`src/design/hmq_pkg.sv`:
```
// Shared types, constants and helpers for the binary min-heap queue.
`default_nettype none

package hmq_pkg;

    // Heap sizing.
    localparam int CAPACITY = 1024;
    localparam int KEY_BITS = 64;
    localparam int ADDR_W   = $clog2(CAPACITY);
    localparam int CNT_W    = $clog2(CAPACITY + 1);

    // Port field widths.
    localparam int ACTION_W = 2;
    localparam int STATUS_W = 2;
    localparam int IN_KEY_W = 64;

    // Action codes carried on the input channel.
    typedef enum logic [ACTION_W-1:0] {
        ACT_ENQ  = 2'd0,
        ACT_DEQ  = 2'd1,
        ACT_PEEK = 2'd2
    } t_action;

    // Status codes returned on the output channel.
    typedef enum logic [STATUS_W-1:0] {
        ST_OK    = 2'd0,
        ST_EMPTY = 2'd1,
        ST_FULL  = 2'd2
    } t_status;

    // Sequencer states.
    typedef enum logic [3:0] {
        S_IDLE,
        S_UP,
        S_UP_CMP,
        S_ROOT,
        S_LAST,
        S_DN,
        S_DN_L,
        S_DN_R,
        S_OUT
    } t_state;

    // One access cycle of the heap store: a write and a read port.
    typedef struct packed {
        logic                wr_en;
        logic [ADDR_W-1:0]   wr_addr;
        logic [KEY_BITS-1:0] wr_data;
        logic                rd_en;
        logic [ADDR_W-1:0]   rd_addr;
    } t_mem_cmd;

    // One finished result transaction.
    typedef struct packed {
        t_status             status;
        logic [IN_KEY_W-1:0] result_key;
        logic [CNT_W-1:0]    entry_count;
    } t_res;

    // Zero-extend a stored key to the port width.
    function automatic logic [IN_KEY_W-1:0] widen_key(input logic [KEY_BITS-1:0] k);
        logic [IN_KEY_W-1:0] w;
        w              = '0;
        w[KEY_BITS-1:0] = k;
        return w;
    endfunction

endpackage

`default_nettype wire

```
`src/design/hmq_ctrl.sv`:
```
// Heap sequencer: decodes actions and walks sift-up and sift-down over the store.
`default_nettype none

module hmq_ctrl (
    input  wire logic                         i_clk,
    input  wire logic                         i_rst_n,
    input  wire logic                         i_start,
    input  wire logic [hmq_pkg::ACTION_W-1:0] i_action,
    input  wire logic [hmq_pkg::IN_KEY_W-1:0] i_key,
    input  wire logic                         i_res_taken,
    input  wire logic [hmq_pkg::KEY_BITS-1:0] i_rd_data,
    output hmq_pkg::t_mem_cmd                 o_mem,
    output logic                              o_ready,
    output logic                              o_res_valid,
    output hmq_pkg::t_res                     o_res
);
    import hmq_pkg::*;

    localparam logic [CNT_W-1:0] CAP_CNT = CNT_W'(CAPACITY);

    t_state              r_state, n_state;
    t_action             r_act, n_act;
    t_status             r_status, n_status;
    logic [CNT_W-1:0]    r_cnt, n_cnt;
    logic [ADDR_W-1:0]   r_hole, n_hole;
    logic [KEY_BITS-1:0] r_key, n_key;
    logic [KEY_BITS-1:0] r_left, n_left;
    logic [KEY_BITS-1:0] r_result, n_result;

    logic [ADDR_W-1:0]   par_addr, gpar_addr;
    logic [ADDR_W+1:0]   left_idx, right_idx, cnt_ext;
    logic                has_left, has_right;
    logic                up_move, dn_l_move, dn_r_move, pick_right;
    logic [KEY_BITS-1:0] pick_val;
    logic [ADDR_W-1:0]   pick_idx;
    logic [CNT_W-1:0]    cnt_dec;
    t_action             act_in;

    // Index arithmetic for parent and child slots of the hole.
    assign par_addr  = (r_hole - ADDR_W'(1)) >> 1;
    assign gpar_addr = (par_addr - ADDR_W'(1)) >> 1;
    assign left_idx  = {1'b0, r_hole, 1'b1};
    assign right_idx = left_idx + (ADDR_W+2)'(1);
    assign cnt_ext   = (ADDR_W+2)'(r_cnt);
    assign has_left  = left_idx < cnt_ext;
    assign has_right = right_idx < cnt_ext;
    assign cnt_dec   = r_cnt - CNT_W'(1);
    assign act_in    = t_action'(i_action);

    // Key comparisons against the data just read from the store.
    assign up_move    = r_key < i_rd_data;
    assign dn_l_move  = r_key > i_rd_data;
    assign pick_right = !(r_left < i_rd_data);
    assign pick_val   = pick_right ? i_rd_data : r_left;
    assign pick_idx   = pick_right ? right_idx[ADDR_W-1:0] : left_idx[ADDR_W-1:0];
    assign dn_r_move  = r_key > pick_val;

    // Next state.
    always_comb begin
        n_state = r_state;
        unique case (r_state)
            S_IDLE: begin
                if (i_start) begin
                    unique case (act_in) inside
                        ACT_ENQ:           n_state = (r_cnt == CAP_CNT) ? S_OUT : S_UP;
                        ACT_DEQ, ACT_PEEK: n_state = (r_cnt == '0) ? S_OUT : S_ROOT;
                        default:           n_state = S_OUT;
                    endcase
                end
            end
            S_UP:     n_state = (r_hole == '0) ? S_OUT : S_UP_CMP;
            S_UP_CMP: begin
                if (up_move && par_addr != '0) begin
                    n_state = S_UP_CMP;
                end else if (up_move) begin
                    n_state = S_UP;
                end else begin
                    n_state = S_OUT;
                end
            end
            S_ROOT: begin
                if (r_act == ACT_PEEK || r_cnt == CNT_W'(1)) begin
                    n_state = S_OUT;
                end else begin
                    n_state = S_LAST;
                end
            end
            S_LAST:   n_state = S_DN;
            S_DN:     n_state = has_left ? S_DN_L : S_OUT;
            S_DN_L: begin
                if (has_right) begin
                    n_state = S_DN_R;
                end else begin
                    n_state = dn_l_move ? S_DN : S_OUT;
                end
            end
            S_DN_R:   n_state = dn_r_move ? S_DN : S_OUT;
            S_OUT:    n_state = i_res_taken ? S_IDLE : S_OUT;
            default:  n_state = S_IDLE;
        endcase
    end

    // Store accesses and datapath register updates for each state.
    always_comb begin
        n_act    = r_act;
        n_status = r_status;
        n_cnt    = r_cnt;
        n_hole   = r_hole;
        n_key    = r_key;
        n_left   = r_left;
        n_result = r_result;
        o_mem    = '0;
        unique case (r_state)
            S_IDLE: begin
                if (i_start) begin
                    n_act    = act_in;
                    n_status = ST_OK;
                    n_result = '0;
                    unique case (act_in) inside
                        ACT_ENQ: begin
                            if (r_cnt == CAP_CNT) begin
                                n_status = ST_FULL;
                            end else begin
                                n_key  = i_key[KEY_BITS-1:0];
                                n_hole = r_cnt[ADDR_W-1:0];
                                n_cnt  = r_cnt + CNT_W'(1);
                            end
                        end
                        ACT_DEQ, ACT_PEEK: begin
                            if (r_cnt == '0) begin
                                n_status = ST_EMPTY;
                            end else begin
                                o_mem.rd_en   = 1'b1;
                                o_mem.rd_addr = '0;
                            end
                        end
                        default: ;
                    endcase
                end
            end
            S_UP: begin
                // Place the key at the root, or fetch the parent of the hole.
                if (r_hole == '0) begin
                    o_mem.wr_en   = 1'b1;
                    o_mem.wr_addr = r_hole;
                    o_mem.wr_data = r_key;
                end else begin
                    o_mem.rd_en   = 1'b1;
                    o_mem.rd_addr = par_addr;
                end
            end
            S_UP_CMP: begin
                // Move a larger parent into the hole and fetch the next one above it, else place the key.
                if (up_move) begin
                    o_mem.wr_en   = 1'b1;
                    o_mem.wr_addr = r_hole;
                    o_mem.wr_data = i_rd_data;
                    n_hole        = par_addr;
                    if (par_addr != '0) begin
                        o_mem.rd_en   = 1'b1;
                        o_mem.rd_addr = gpar_addr;
                    end
                end else begin
                    o_mem.wr_en   = 1'b1;
                    o_mem.wr_addr = r_hole;
                    o_mem.wr_data = r_key;
                end
            end
            S_ROOT: begin
                // Root arrives; a dequeue of more than one entry then fetches the last entry.
                n_result = i_rd_data;
                if (r_act == ACT_DEQ) begin
                    n_cnt  = cnt_dec;
                    n_hole = '0;
                    if (r_cnt != CNT_W'(1)) begin
                        o_mem.rd_en   = 1'b1;
                        o_mem.rd_addr = cnt_dec[ADDR_W-1:0];
                    end
                end
            end
            S_LAST: begin
                n_key = i_rd_data;
            end
            S_DN: begin
                if (has_left) begin
                    o_mem.rd_en   = 1'b1;
                    o_mem.rd_addr = left_idx[ADDR_W-1:0];
                end else begin
                    o_mem.wr_en   = 1'b1;
                    o_mem.wr_addr = r_hole;
                    o_mem.wr_data = r_key;
                end
            end
            S_DN_L: begin
                if (has_right) begin
                    n_left        = i_rd_data;
                    o_mem.rd_en   = 1'b1;
                    o_mem.rd_addr = right_idx[ADDR_W-1:0];
                end else if (dn_l_move) begin
                    o_mem.wr_en   = 1'b1;
                    o_mem.wr_addr = r_hole;
                    o_mem.wr_data = i_rd_data;
                    n_hole        = left_idx[ADDR_W-1:0];
                end else begin
                    o_mem.wr_en   = 1'b1;
                    o_mem.wr_addr = r_hole;
                    o_mem.wr_data = r_key;
                end
            end
            S_DN_R: begin
                // Ties between the children go to the right one.
                o_mem.wr_en   = 1'b1;
                o_mem.wr_addr = r_hole;
                if (dn_r_move) begin
                    o_mem.wr_data = pick_val;
                    n_hole        = pick_idx;
                end else begin
                    o_mem.wr_data = r_key;
                end
            end
            S_OUT: ;
            default: ;
        endcase
    end

    // Handshake and result outputs.
    always_comb begin
        o_ready               = (r_state == S_IDLE);
        o_res_valid           = (r_state == S_OUT);
        o_res.status          = r_status;
        o_res.result_key      = widen_key(r_result);
        o_res.entry_count     = r_cnt;
    end

    // Control registers.
    always_ff @(posedge i_clk) begin
        if (!i_rst_n) begin
            r_state <= S_IDLE;
            r_cnt   <= '0;
        end else begin
            r_state <= n_state;
            r_cnt   <= n_cnt;
        end
    end

    // Datapath registers.
    always_ff @(posedge i_clk) begin
        r_act    <= n_act;
        r_status <= n_status;
        r_hole   <= n_hole;
        r_key    <= n_key;
        r_left   <= n_left;
        r_result <= n_result;
    end

    // The count never passes the capacity.
    a_cnt_bound: assert property (@(posedge i_clk) disable iff (!i_rst_n)
        r_cnt <= CAP_CNT)
        else $error("heap count exceeds capacity");

    // Every store write lands inside the live part of the heap.
    a_wr_live: assert property (@(posedge i_clk) disable iff (!i_rst_n)
        o_mem.wr_en |-> (CNT_W'(o_mem.wr_addr) < r_cnt))
        else $error("store write beyond held count");

    // A sift-up step always moves the hole toward the root.
    a_up_climbs: assert property (@(posedge i_clk) disable iff (!i_rst_n)
        (r_state == S_UP_CMP && up_move) |=> (r_hole < $past(r_hole)))
        else $error("sift-up did not climb");

    // A transaction accepted while idle starts work at once.
    a_start_busy: assert property (@(posedge i_clk) disable iff (!i_rst_n)
        (i_start && r_state == S_IDLE) |=> (r_state != S_IDLE))
        else $error("accepted transaction left the sequencer idle");

endmodule

`default_nettype wire

```
`config.mk`:
```
export PLATFORM = sky130hd
export DESIGN_NAME = hmq_ctrl
export DESIGN_NICKNAME = d
export VERILOG_FILES = /design/src/design/hmq_pkg.sv /design/src/design/hmq_ctrl.sv
export SDC_FILE = /design/constraint.sdc
export NUM_CORES = 1
export LEC_CHECK = 0
export ABC_AREA = 0
export BUFFER_PORTS_ARGS = -buffer_cell sky130_fd_sc_hd__buf_2
export CORE_MARGIN = 8
export CORE_UTILIZATION = 40
export CTS_CLUSTER_SIZE = 10
export DETAILED_ROUTE_END_ITERATION = 6
export SYNTH_ARGS = -nofsm -noshare
export SYNTH_HDL_FRONTEND = slang
export SYNTH_SLANG_ARGS = --single-unit
```
`constraint.sdc`:
```
create_clock -name i_clk -period 8.2 [get_ports i_clk]
set_clock_uncertainty 0.2 [all_clocks]
set_input_delay 0.82 -clock i_clk [delete_from_list [all_inputs] [get_ports i_clk]]
set_output_delay 0.82 -clock i_clk [all_outputs]
set_load 0.01 [all_outputs]
```
# After elaboration in Yosys (flattened, before gate mapping)
# Index checks and enable logic that the tools add are counted.
# totals
ff_bits	221
inputBits	134
output_inout_bits	165
# classes
n_addsub	5
order_cmp	6
eq_ne	23
muxes	57
n_reduce_logical	17
# ops
op	count
64-bit two-way mux	8
75-bit one-hot mux with 5 select lines	1
64-bit one-hot mux with 2 select lines	2
75-bit two-way mux	3
11-bit two-way mux	14
64-bit greater-than comparator	2
64-bit less-than comparator	2
10-bit two-way mux	9
11-bit one-hot mux with 6 select lines	1
10-bit one-hot mux with 5 select lines	1
4-bit two-way mux	12
4-bit one-hot mux with 9 select lines	1
11-bit one-hot mux with 2 select lines	1
4-bit by 3-bit equality test with 1-bit output (second input constant)	4
2-bit inequality test (second input constant)	7
11-bit by 1-bit adder with 12-bit output (second input constant)	1
12-bit by 11-bit less-than comparator with 1-bit output	1
11-bit by 1-bit adder with 11-bit output (second input constant)	1
11-bit by 1-bit equality test with 1-bit output (second input constant)	1
11-bit equality test (second input constant)	1
11-bit logical NOT	1
11-bit less-than comparator	1
11-bit by 1-bit inequality test with 1-bit output (second input constant)	1
11-bit by 1-bit subtractor with 11-bit output (second input constant)	1
other kinds (25)	31

# Longest topological paths before layout
# Gate-level depths: netlist of run 1.
# depth
ltp_word	5
depth_mapped	21
ltp_nobuf	19

# Worst setup path after synthesis of run 1
# Ideal clock, no wire load.
# synth_timing
kind	input -> register
start	input port i_action[0] in the netlist's numbering
end	register r_key[0], enable pin
setup_time_ns	0.644
arrival_time_ns	7.329
path_slack_ns	0.027
stages	5
n_path_buf	0
cell_sequence	inv_1 -> ha_1 -> o21a_1 -> a21oi_1 -> nor4_1
# synth_via
elab_chain_cells	3
# synth_rtl
item	line_no	rtl
start, declared	hmq_ctrl.sv:8	input wire logic [hmq_pkg::ACTION_W-1:0] i_action,
2-bit logical NOT (no source line)	n/a	
2-bit by 1-bit inequality test with 1-bit output (no source line)	n/a	
4-bit AND reduction (no source line)	n/a	
end signal, assigned	hmq_ctrl.sv:251	r_key <= n_key;
end, declared	hmq_ctrl.sv:26	logic [KEY_BITS-1:0] r_key, n_key;
# No other way between the ends.
# A chain may end at the register's enable or synchronous reset.

==> results of run 1 <==
==> what timing repair did <==
action / CTS / global route
buffers inserted: 0 / 1
gates cloned: 0 / 0
resized for setup: 1 / 1
pin swaps: 0 / 1
setup endpoints to repair: 21 / 63
hold endpoints to repair: 0 / 0
==> state kept, by name, summed over array words and instances, names as in the netlist <==
name      cells
r_status      2
r_hole       10
r_key        64
r_cnt        11
r_left       64
r_state       4
r_result     64
r_act         2
==> area by class of cell <==
| class | instances | area (um2) |
|---|---|---|
| repair buffers | 344 | 1920 |
| fillers | 4004 | 21800 |
| flip-flops and latches | 221 | 6490 |
| well taps | 539 | 674 |
| diodes | 1 | 2.50 |
| clock buffers | 33 | 719 |
| multi-input cells | 1199 | 9450 |
| inverters | 151 | 568 |
| clock inverters | 10 | 81.3 |
==> path summary, 6_finish.rpt <==
check,startpoint,endpoint,slack (ps),depth (start not counted)
setup / recovery,i_rd_data[62],o_mem[71],350,24
hold / removal,i_action[0],r_act[0],280,1
setup reg to reg,r_left[63],r_state[0],1900,20
hold reg to reg,r_cnt[10],r_cnt[10],430,2
==> through the flow <==
stage | cell area, um2 | hold WS [ps] | utilization
after CTS | 19900 | 232 | 0.477
final | 19900 | 278 | 0.478
after detailed placement | 19100 | 416 | 0.458
after global placement | 19100 | 414 | 0.458
after global routing | 19900 | 249 | 0.478
after floorplan | 16800 | 391 | -
==> where the power goes <==
group / total (mW) / internal, mW / switching [mW]
sequential: 1.35 / 1.30 / 0.0469
clock: 1.13 / 0.645 / 0.480
combinational: 0.568 / 0.221 / 0.348
==> synth_stat cells (3+ instances only) <==
master / n
o221ai_1: 11
a31oi_1: 5
or3_1: 9
nand2b_1: 9
and2_1: 12
mux2_2: 65
a221o_1: 3
clkbuf_1: 49
o21a_1: 7
a211o_1: 4
and3_1: 13
nor2_1: 120
a21o_1: 13
o211ai_1: 5
nor3_1: 25
nand4_1: 44
a211oi_1: 8
a21oi_1: 93
nand3_1: 38
nand2_1: 157
xor2_1: 12
ha_1: 220
a221oi_1: 9
nor4_1: 16
a21boi_0: 4
a2111oi_0: 4
buf_6: 12
mux2i_1: 64
xnor2_1: 32
and4_1: 5
or2_2: 4
nor2b_1: 18
o22ai_1: 13
inv_1: 150
o21ai_0: 51
nor4b_1: 3
dfxtp_1: 15
a22oi_1: 7
edfxtp_1: 206
o221ai_2: 59
==> cells by family after synthesis <==
family / share of synthesized area
xor gates and xnor gates: 0.0230
adders and majority gates: 0.164
and+or+nand+nor: 0.139
AOI/OAI and AO/OA: 0.152
DFF: 0.387
buffers and inverters: 0.0538
muxes: 0.0818
==> per-layer routing <==
metal | GRT usage | wire, um | vias to the layer above
met4 | 0.0730 | 1560 | 4
met5 | 0 | 24 | -
li1 | - | - | 6736
met2 | 0.369 | 26200 | 446
met3 | 0.0423 | 3580 | 80
met1 | 0.276 | 23900 | 6935
==> critical path: stages <==
cell and delay (ps):
buf_2 130, inv_1 90, ha_1 300, nand4_1 140
or4_1 620, or4b_1 580, nor2_1 140, o311ai_1 170
nand2_4 130, buf_12 300, mux2i_1 380, ha_1 200
nand4_1 180, or3_1 490, a21oi_1 250, nor4b_1 140
a2bb2oi_1 170, a21oi_2 250, nor2_1 150, a2111oi_4 380
buf_4 210, buf_12 220, o221ai_2 150, buf_2 160
==> flow_metrics.env, run 1 <==
export IMPL_layout_drive_gt1_share=0.270
export IMPL_grt_setup_unrepaired="false"
export IMPL_synth_top_area_frac=0.369
export IMPL_remaining_drc_errors=0
export IMPL_final_cells=2498
export IMPL_worstMarginPinSlew_ps=1110
export IMPL_tns_ps=0
export IMPL_first_pass_iters=5
export IMPL_cp_start_kind="input port"
export IMPL_leakage_nw=8.80
export IMPL_finalMaxSlewViolations=0
export IMPL_post_drt_via_cell_ratio=5.68
export IMPL_cts_root_buf="clkbuf_16"
export IMPL_drv_cap=0
export IMPL_setup_ws_ps=346
export IMPL_synth_area_leader_cell="edfxtp_1"
export IMPL_dp_slack_ps=27.2
export IMPL_status="complete, no violations"
export IMPL_io_buffer_count=298
export IMPL_grt_total_usage=0.218
export IMPL_end_kind="primary output"
export IMPL_cts_buffers_inserted=28
export IMPL_ant_nets=0
export IMPL_clock_latency_ps=570
export IMPL_drt_iter0_drc=784
export IMPL_netlist_area_mm2=0.0168
export IMPL_cts_clk_slew_worst_paths_ps=60
export IMPL_power_density_mw_per_mm2=153
export IMPL_power_total_mw=3.04
export IMPL_crit_type="in -> out"
export IMPL_cts_sinks=221
export IMPL_max_freq_ghz=0.127
export IMPL_hold_viol_final=0
export IMPL_die_h_um=221
export IMPL_grt_overflow=0
export IMPL_place_hpwl_um=42200
export IMPL_cp_arrival_ps=6830
export IMPL_final_nets=2299
export IMPL_avgSynthCellArea_um2=10.3
export IMPL_antenna_found_initial=3
export IMPL_synth_edf_count=206
export IMPL_syn_nets=1989
export IMPL_fp_row_count=75
export IMPL_grt_pass1_vias=14900
export IMPL_worstHoldPathType="in -> reg"
export IMPL_final_cell_mix="298 x buf_2, 220 x ha_1, 206 x edfxtp_1"
export IMPL_vdd_drop_max_v=0.000153
export IMPL_yosys_cell_types_count=71
export IMPL_finalSetupViolations=0
export IMPL_synth_area_top_cells="edfxtp_1 37%, ha_1 16%, o221ai_2 5.3%, mux2_2 4.4%, mux2i_1 3.8%"
export IMPL_cts_hold_buffers=0
export IMPL_grt_start_max_net_pins=66
export IMPL_period_share=0.958
export IMPL_relSlewSlack=0.252
export IMPL_area_growth_pct=18.6
export IMPL_cts_tree="built"
export IMPL_cp_max_fo=44
export IMPL_cts_max_level=1
export IMPL_initial_core_util=0.403
export IMPL_vias=14200
export IMPL_yosysWarnings=0
export IMPL_die_w_um=221
export IMPL_ys_ff_latch=221
export IMPL_synth_seq_area_share=0.387
export IMPL_critPathRequiredTime_ps=7180
export IMPL_synth_cells=1635
export IMPL_ys_async_sr_fraction=0
export IMPL_num_io_pins=299
export IMPL_drt_wl_total_um=55300
export IMPL_place_gp_congestion=0.914
export IMPL_grt_pass1_wl_um=85800
export IMPL_min_period_ps=7850
export IMPL_wl_per_cell_um=22.1
export IMPL_final_common_cell="buf_2"
export IMPL_cts_max_path_buffers=3
export IMPL_coreArea_mm2=0.0417
export IMPL_synth_flop_cell="edfxtp_1"
export IMPL_dpl_cell_count=2453
export IMPL_dieArea_mm2=0.0488
Power figures use the tool's default switching activity.
==> run 2, diff against run 1 <==
--- a/config.mk
+++ b/config.mk
@@ -8,7 +8,7 @@
 export ABC_AREA = 0
 export BUFFER_PORTS_ARGS = -buffer_cell sky130_fd_sc_hd__buf_2
 export CORE_MARGIN = 8
-export CORE_UTILIZATION = 40
+export CORE_UTILIZATION = 35
 export CTS_CLUSTER_SIZE = 10
 export DETAILED_ROUTE_END_ITERATION = 6
 export SYNTH_ARGS = -nofsm -noshare
==> run 2 against run 1 <==
  * Clock power barely moved
  * Critical path depth did not move
  * Die area rose by 13%
  * Register-to-register slack improved by 270 ps
==> flow_metrics.env, run 2 (synthesis gave the netlist of run 1 again) <==
export IMPL_status="complete, no violations"
export IMPL_cts_sinks=221
export IMPL_layout_drive_gt1_share=0.277
export IMPL_final_cells=2583
export IMPL_clock_latency_ps=590
export IMPL_drv_cap=0
export IMPL_rr_worst_depth=19
export IMPL_first_pass_iters=5
export IMPL_cp_max_fo=25
export IMPL_end_kind="primary output"
export IMPL_n_fill_cell=4525
export IMPL_grt_setup_unrepaired="false"
export IMPL_grt_pass1_vias=14900
export IMPL_drt_wl_total_um=58000
export IMPL_dpl_cell_count=2534
export IMPL_grt_overflow=0
export IMPL_remaining_drc_errors=0
export IMPL_max_stage_delay_ps=600
export IMPL_place_hpwl_um=44200
export IMPL_ant_nets=0
export IMPL_largestRegisters="r_key: 64 flops, r_left: 64 flops, r_result: 64 flops"
export IMPL_worstHoldPathType="in -> reg"
export IMPL_final_nets=2304
export IMPL_cts_tree="built"
export IMPL_finalMaxSlewViolations=0
export IMPL_cts_root_buf="clkbuf_16"
export IMPL_cts_max_path_buffers=3
export IMPL_cts_clk_slew_worst_paths_ps=60
export IMPL_tns_ps=0
export IMPL_setup_ws_ps=380
export IMPL_timing_critical_path_from="i_rd_data[62]"
export IMPL_die_h_um=235
export IMPL_cp_arrival_ps=6800
export IMPL_initial_core_util=0.353
export IMPL_finalSetupViolations=0
export IMPL_crit_type="in -> out"
export IMPL_power_density_mw_per_mm2=153
export IMPL_dp_slack_ps=-224
export IMPL_io_buffer_count=298
export IMPL_die_w_um=235
export IMPL_reg2reg_to="r_hole[5]"
export IMPL_path_cells="buf_2 > inv_1 > ha_1 > nand4_1 > or4_4 > or4b_1 > nor2_1 > o311ai_1 > nand2_4 > buf_12 > mux2i_1 > ha_1 > nand4_1 > or3_4 > a21oi_2 > nor4b_2 > a2bb2oi_1 > a21oi_2 > nor2_1 > a2111oi_4 > buf_4 > buf_4 > o221ai_1 > buf_2"
export IMPL_grt_pass1_wl_um=88600
export IMPL_max_freq_ghz=0.128
export IMPL_hold_viol_final=0
export IMPL_fin_util=0.423
export IMPL_min_period_ps=7820
export IMPL_cp_slowest_cell="or4_4"
export IMPL_cts_max_level=1
export IMPL_period_share=0.954
export IMPL_antenna_found_initial=1
export IMPL_endpoint="o_mem[15]"
export IMPL_final_cell_mix="298 x buf_2, 220 x ha_1, 206 x edfxtp_1"
export IMPL_wl_per_cell_um=22.5
export IMPL_leakage_nw=8.81
export IMPL_worstMarginPinSlew_ps=1110
export IMPL_place_gp_congestion=0.909
export IMPL_holdWs_ps=260
export IMPL_final_common_cell="buf_2"
export IMPL_fp_row_count=80
export IMPL_critPathRequiredTime_ps=7180
export IMPL_grt_start_max_net_pins=75
export IMPL_r2r_start="r_left[62]"
export IMPL_reg2reg_slack_ps=2170
export IMPL_dieArea_mm2=0.0552
export IMPL_grt_total_usage=0.201
export IMPL_drt_iter0_drc=1087
export IMPL_post_drt_via_cell_ratio=5.53
export IMPL_num_io_pins=299
export IMPL_area_growth_pct=19.9
export IMPL_coreArea_mm2=0.0475
export IMPL_vias=14300
export IMPL_cts_buffers_inserted=28
export IMPL_post_cts_buffers=0
export IMPL_relSlewSlack=0.260
export IMPL_vdd_drop_max_v=0.000146
export IMPL_cp_start_kind="input port"
run 2: how the worst min path moves through the flow:
stage / from / end / slack (ps) / depth (start not counted)
after floorplan: r_cnt[6] / r_cnt[6] / 390 / 2
after global placement: r_cnt[10] / r_cnt[10] / 410 / 2
after detailed placement: r_cnt[10] / r_cnt[10] / 410 / 2
after CTS: i_rd_data[44] / r_left[44] / 230 / 1
after global routing: i_action[1] / r_act[1] / 240 / 1
final: i_action[1] / r_act[1] / 260 / 1
run 2: repair_timing:
item / in CTS / in global routing
gates resized for setup: 3 / 17
endpoints found under the hold margin: 0 / 0
cloned: 0 / 1
hold buffers: 0 / 0
pin swaps: 0 / 1
setup endpoints to repair: 63 / 63
run 2: final cells by class:
cell class | count | area [um2] | area share
Multi-Input combinational cell | 1199 | 9500 | 0.472
Clock inverter | 9 | 67.6 | 0.00336
Sequential cell | 221 | 6490 | 0.322
Inverter | 151 | 568 | 0.0282
Antenna cell | 1 | 2.50 | 0.000124
Clock buffer | 38 | 748 | 0.0372
Tap cell | 615 | 769 | 0.0382
Timing Repair Buffer | 349 | 1980 | 0.0985
run 2: worst max-delay path: cells and delay by family:
family,cells,cell delay (ps)
adder cells (fa/ha/maj),2,510
buffers and inverters,6,1100
AND/OR/NAND/NOR,9,2610
AO/OA/AOI/OAI,6,1390
multiplexers,1,330
run 2: power breakdown:
group | total [mW] | switching [mW] | internal (mW) | leakage (nW)
clock | 1.14 | 0.509 | 0.634 | 0.394
sequential | 1.35 | 0.0489 | 1.30 | 2.06
combinational | 0.578 | 0.353 | 0.225 | 6.36
run 2: through the flow:
step / power (mW) / instance area, um2
final: 3.07 / 20100
after global routing: 3.21 / 20100
after CTS: 3.11 / 20000
after detailed placement: 1.94 / 19200
after global placement: 1.94 / 19200
after floorplan: 1.70 / 16800
run 2: metal layers:
metal,routed length (um),up-vias,GRT usage
met5,0,-,0
met4,1680,0,0.0565
met3,3350,99,0.0310
met2,27600,506,0.345
met1,25400,6942,0.259
li1,-,6744,-
==> run 3, diff against run 2 <==
--- a/config.mk
+++ b/config.mk
@@ -7,10 +7,11 @@
 export LEC_CHECK = 0
 export ABC_AREA = 0
 export BUFFER_PORTS_ARGS = -buffer_cell sky130_fd_sc_hd__buf_2
-export CORE_MARGIN = 8
-export CORE_UTILIZATION = 35
+export CORE_MARGIN = 1.5
+export CORE_UTILIZATION = 52
 export CTS_CLUSTER_SIZE = 10
 export DETAILED_ROUTE_END_ITERATION = 6
+export PLACE_DENSITY = 0.78
 export SYNTH_ARGS = -nofsm -noshare
 export SYNTH_HDL_FRONTEND = slang
 export SYNTH_SLANG_ARGS = --single-unit
==> run 3 against run 2 <==
  * Register-to-register slack worse by 70 ps
  * Clock-buffer cell count unchanged
  * Clock power about the same
  * Cell count down 9.3%
  * Combinational power down 3%
  * Sequential share of layout area up 0.92 points
  * First-iteration DRC count up 17%
  * Maximum frequency down 0.55%
  * Critical path depth up 1
  * Largest power group unchanged
==> flow_metrics.env, run 3 (synthesis gave the netlist of run 1 again) <==
export IMPL_cts_max_path_buffers=3
export IMPL_initial_core_util=0.530
export IMPL_relSlewSlack=0.282
export IMPL_max_freq_ghz=0.127
export IMPL_finalSetupViolations=0
export IMPL_drt_iter0_drc=1277
export IMPL_critPathRequiredTime_ps=7180
export IMPL_status="complete, no violations"
export IMPL_clock_latency_ps=550
export IMPL_grt_start_max_net_pins=75
export IMPL_drt_wl_total_um=50600
export IMPL_cp_slowest_cell="or4_1"
export IMPL_grt_pass1_vias=14400
export IMPL_num_io_pins=299
export IMPL_layout_drive_gt1_share=0.264
export IMPL_critical_path_buf_inv_count=7
export IMPL_post_drt_via_cell_ratio=6.16
export IMPL_vdd_drop_max_v=0.000128
export IMPL_hold_viol_final=0
export IMPL_worstMarginPinSlew_ps=1080
export IMPL_first_pass_iters=5
export IMPL_final_cells=2343
export IMPL_period_share=0.959
export IMPL_grt_pass1_wl_um=78300
export IMPL_path_depth=25
export IMPL_ant_nets=0
export IMPL_power_total_mw=3.04
export IMPL_cp_common_cell="buf_4"
export IMPL_place_area_mm2=0.0187
export IMPL_finalMaxSlewViolations=0
export IMPL_power_density_mw_per_mm2=155
export IMPL_die_w_um=183
export IMPL_grt_total_usage=0.300
export IMPL_cts_sinks=221
export IMPL_wl_per_cell_um=21.6
export IMPL_vias=14400
export IMPL_place_hpwl_um=38200
export IMPL_crit_type="in -> out"
export IMPL_cts_root_buf="clkbuf_16"
export IMPL_grt_overflow=0
export IMPL_die_h_um=183
export IMPL_worstHoldPathType="in -> reg"
export IMPL_area_growth_pct=16.6
export IMPL_final_nets=2279
export IMPL_final_cell_mix="298 x buf_2, 220 x ha_1, 206 x edfxtp_1"
export IMPL_reg2reg_slack_ps=2100
export IMPL_largestRegisters="r_key: 64 flops, r_left: 64 flops, r_result: 64 flops"
export IMPL_min_period_ps=7860
export IMPL_antenna_found_initial=3
export IMPL_cp_top_family="simple AND/OR/NAND/NOR gates"
export IMPL_drv_cap=0
export IMPL_dieArea_mm2=0.0334
export IMPL_leakage_nw=8.67
export IMPL_end_kind="primary output"
export IMPL_place_gp_congestion=0.981
export IMPL_cp_start_kind="input port"
export IMPL_max_stage_delay_ps=620
export IMPL_coreArea_mm2=0.0316
export IMPL_dpl_cell_count=2291
export IMPL_design_area_mm2=0.0196
export IMPL_final_common_cell="buf_2"
export IMPL_io_buffer_count=298
export IMPL_min_path_cells=1
export IMPL_cp_max_fo=17
export IMPL_fp_row_count=65
export IMPL_cts_tree="built"
export IMPL_fin_util=0.618
export IMPL_cts_clk_slew_worst_paths_ps=50
export IMPL_remaining_drc_errors=0
export IMPL_rr_worst_depth=20
export IMPL_cts_max_level=1
export IMPL_cp_arrival_ps=6840
export IMPL_cts_buffers_inserted=28
==> run 3: cell types whose count changed in the layout (fill, tap and decap cells not counted), sizes merged <==
cell      previous run  this run
clkbuf              39        38
clkinvlp             0         2
clkinv              11         7
buf                348       324
==> run 3: final cells by class <==
class	instances	area (um2)
clock buffers	38	779
multi-input cells	1199	9450
flip-flops and latches	221	6490
clock inverters	7	37.5
diodes	1	2.50
fillers	2609	12100
repair buffers	324	1740
inverters	151	568
well taps	402	503
==> run 3: per-layer routing <==
layer | part of all wire | global-route usage
met5 | 0.00026 | 0
met4 | 0.038 | 0.118
met3 | 0.078 | 0.0533
met2 | 0.46 | 0.493
met1 | 0.42 | 0.392
==> run 3: metrics by stage <==
step | setup TNS, ps | hold WS [ps] | setup WS (ps)
2_1_floorplan | 0 | 391 | 27.0
3_3_place_gp | -116 | 410 | -42.2
3_5_place_dp | -7880 | 426 | -222
4_1_cts | 0 | 281 | 95.5
5_1_grt | -1.09 | 276 | -1.09
6_report | 0 | 295 | 337
==> run 3: final timing paths <==
check                     start          end
setup reg to reg     r_left[57]    r_hole[6]
hold reg to reg       r_cnt[10]  r_status[1]
setup / recovery  i_rd_data[63]    o_mem[34]
hold / removal      i_action[0]     r_act[0]
==> run 3: where the power goes <==
part           leakage [nW]  internal (mW)  switching [mW]
logic                  6.21          0.216           0.346
clock network         0.395          0.654           0.478
registers              2.06           1.30          0.0461
total                  8.67           2.17           0.870
==> run 3: what timing repair did <==
action                                  CTS  global route
hold buffers                              0             0
setup buffers                             3             3
endpoints found under the setup margin   63            64
pin swaps                                 1             0
resized for setup                         1             2
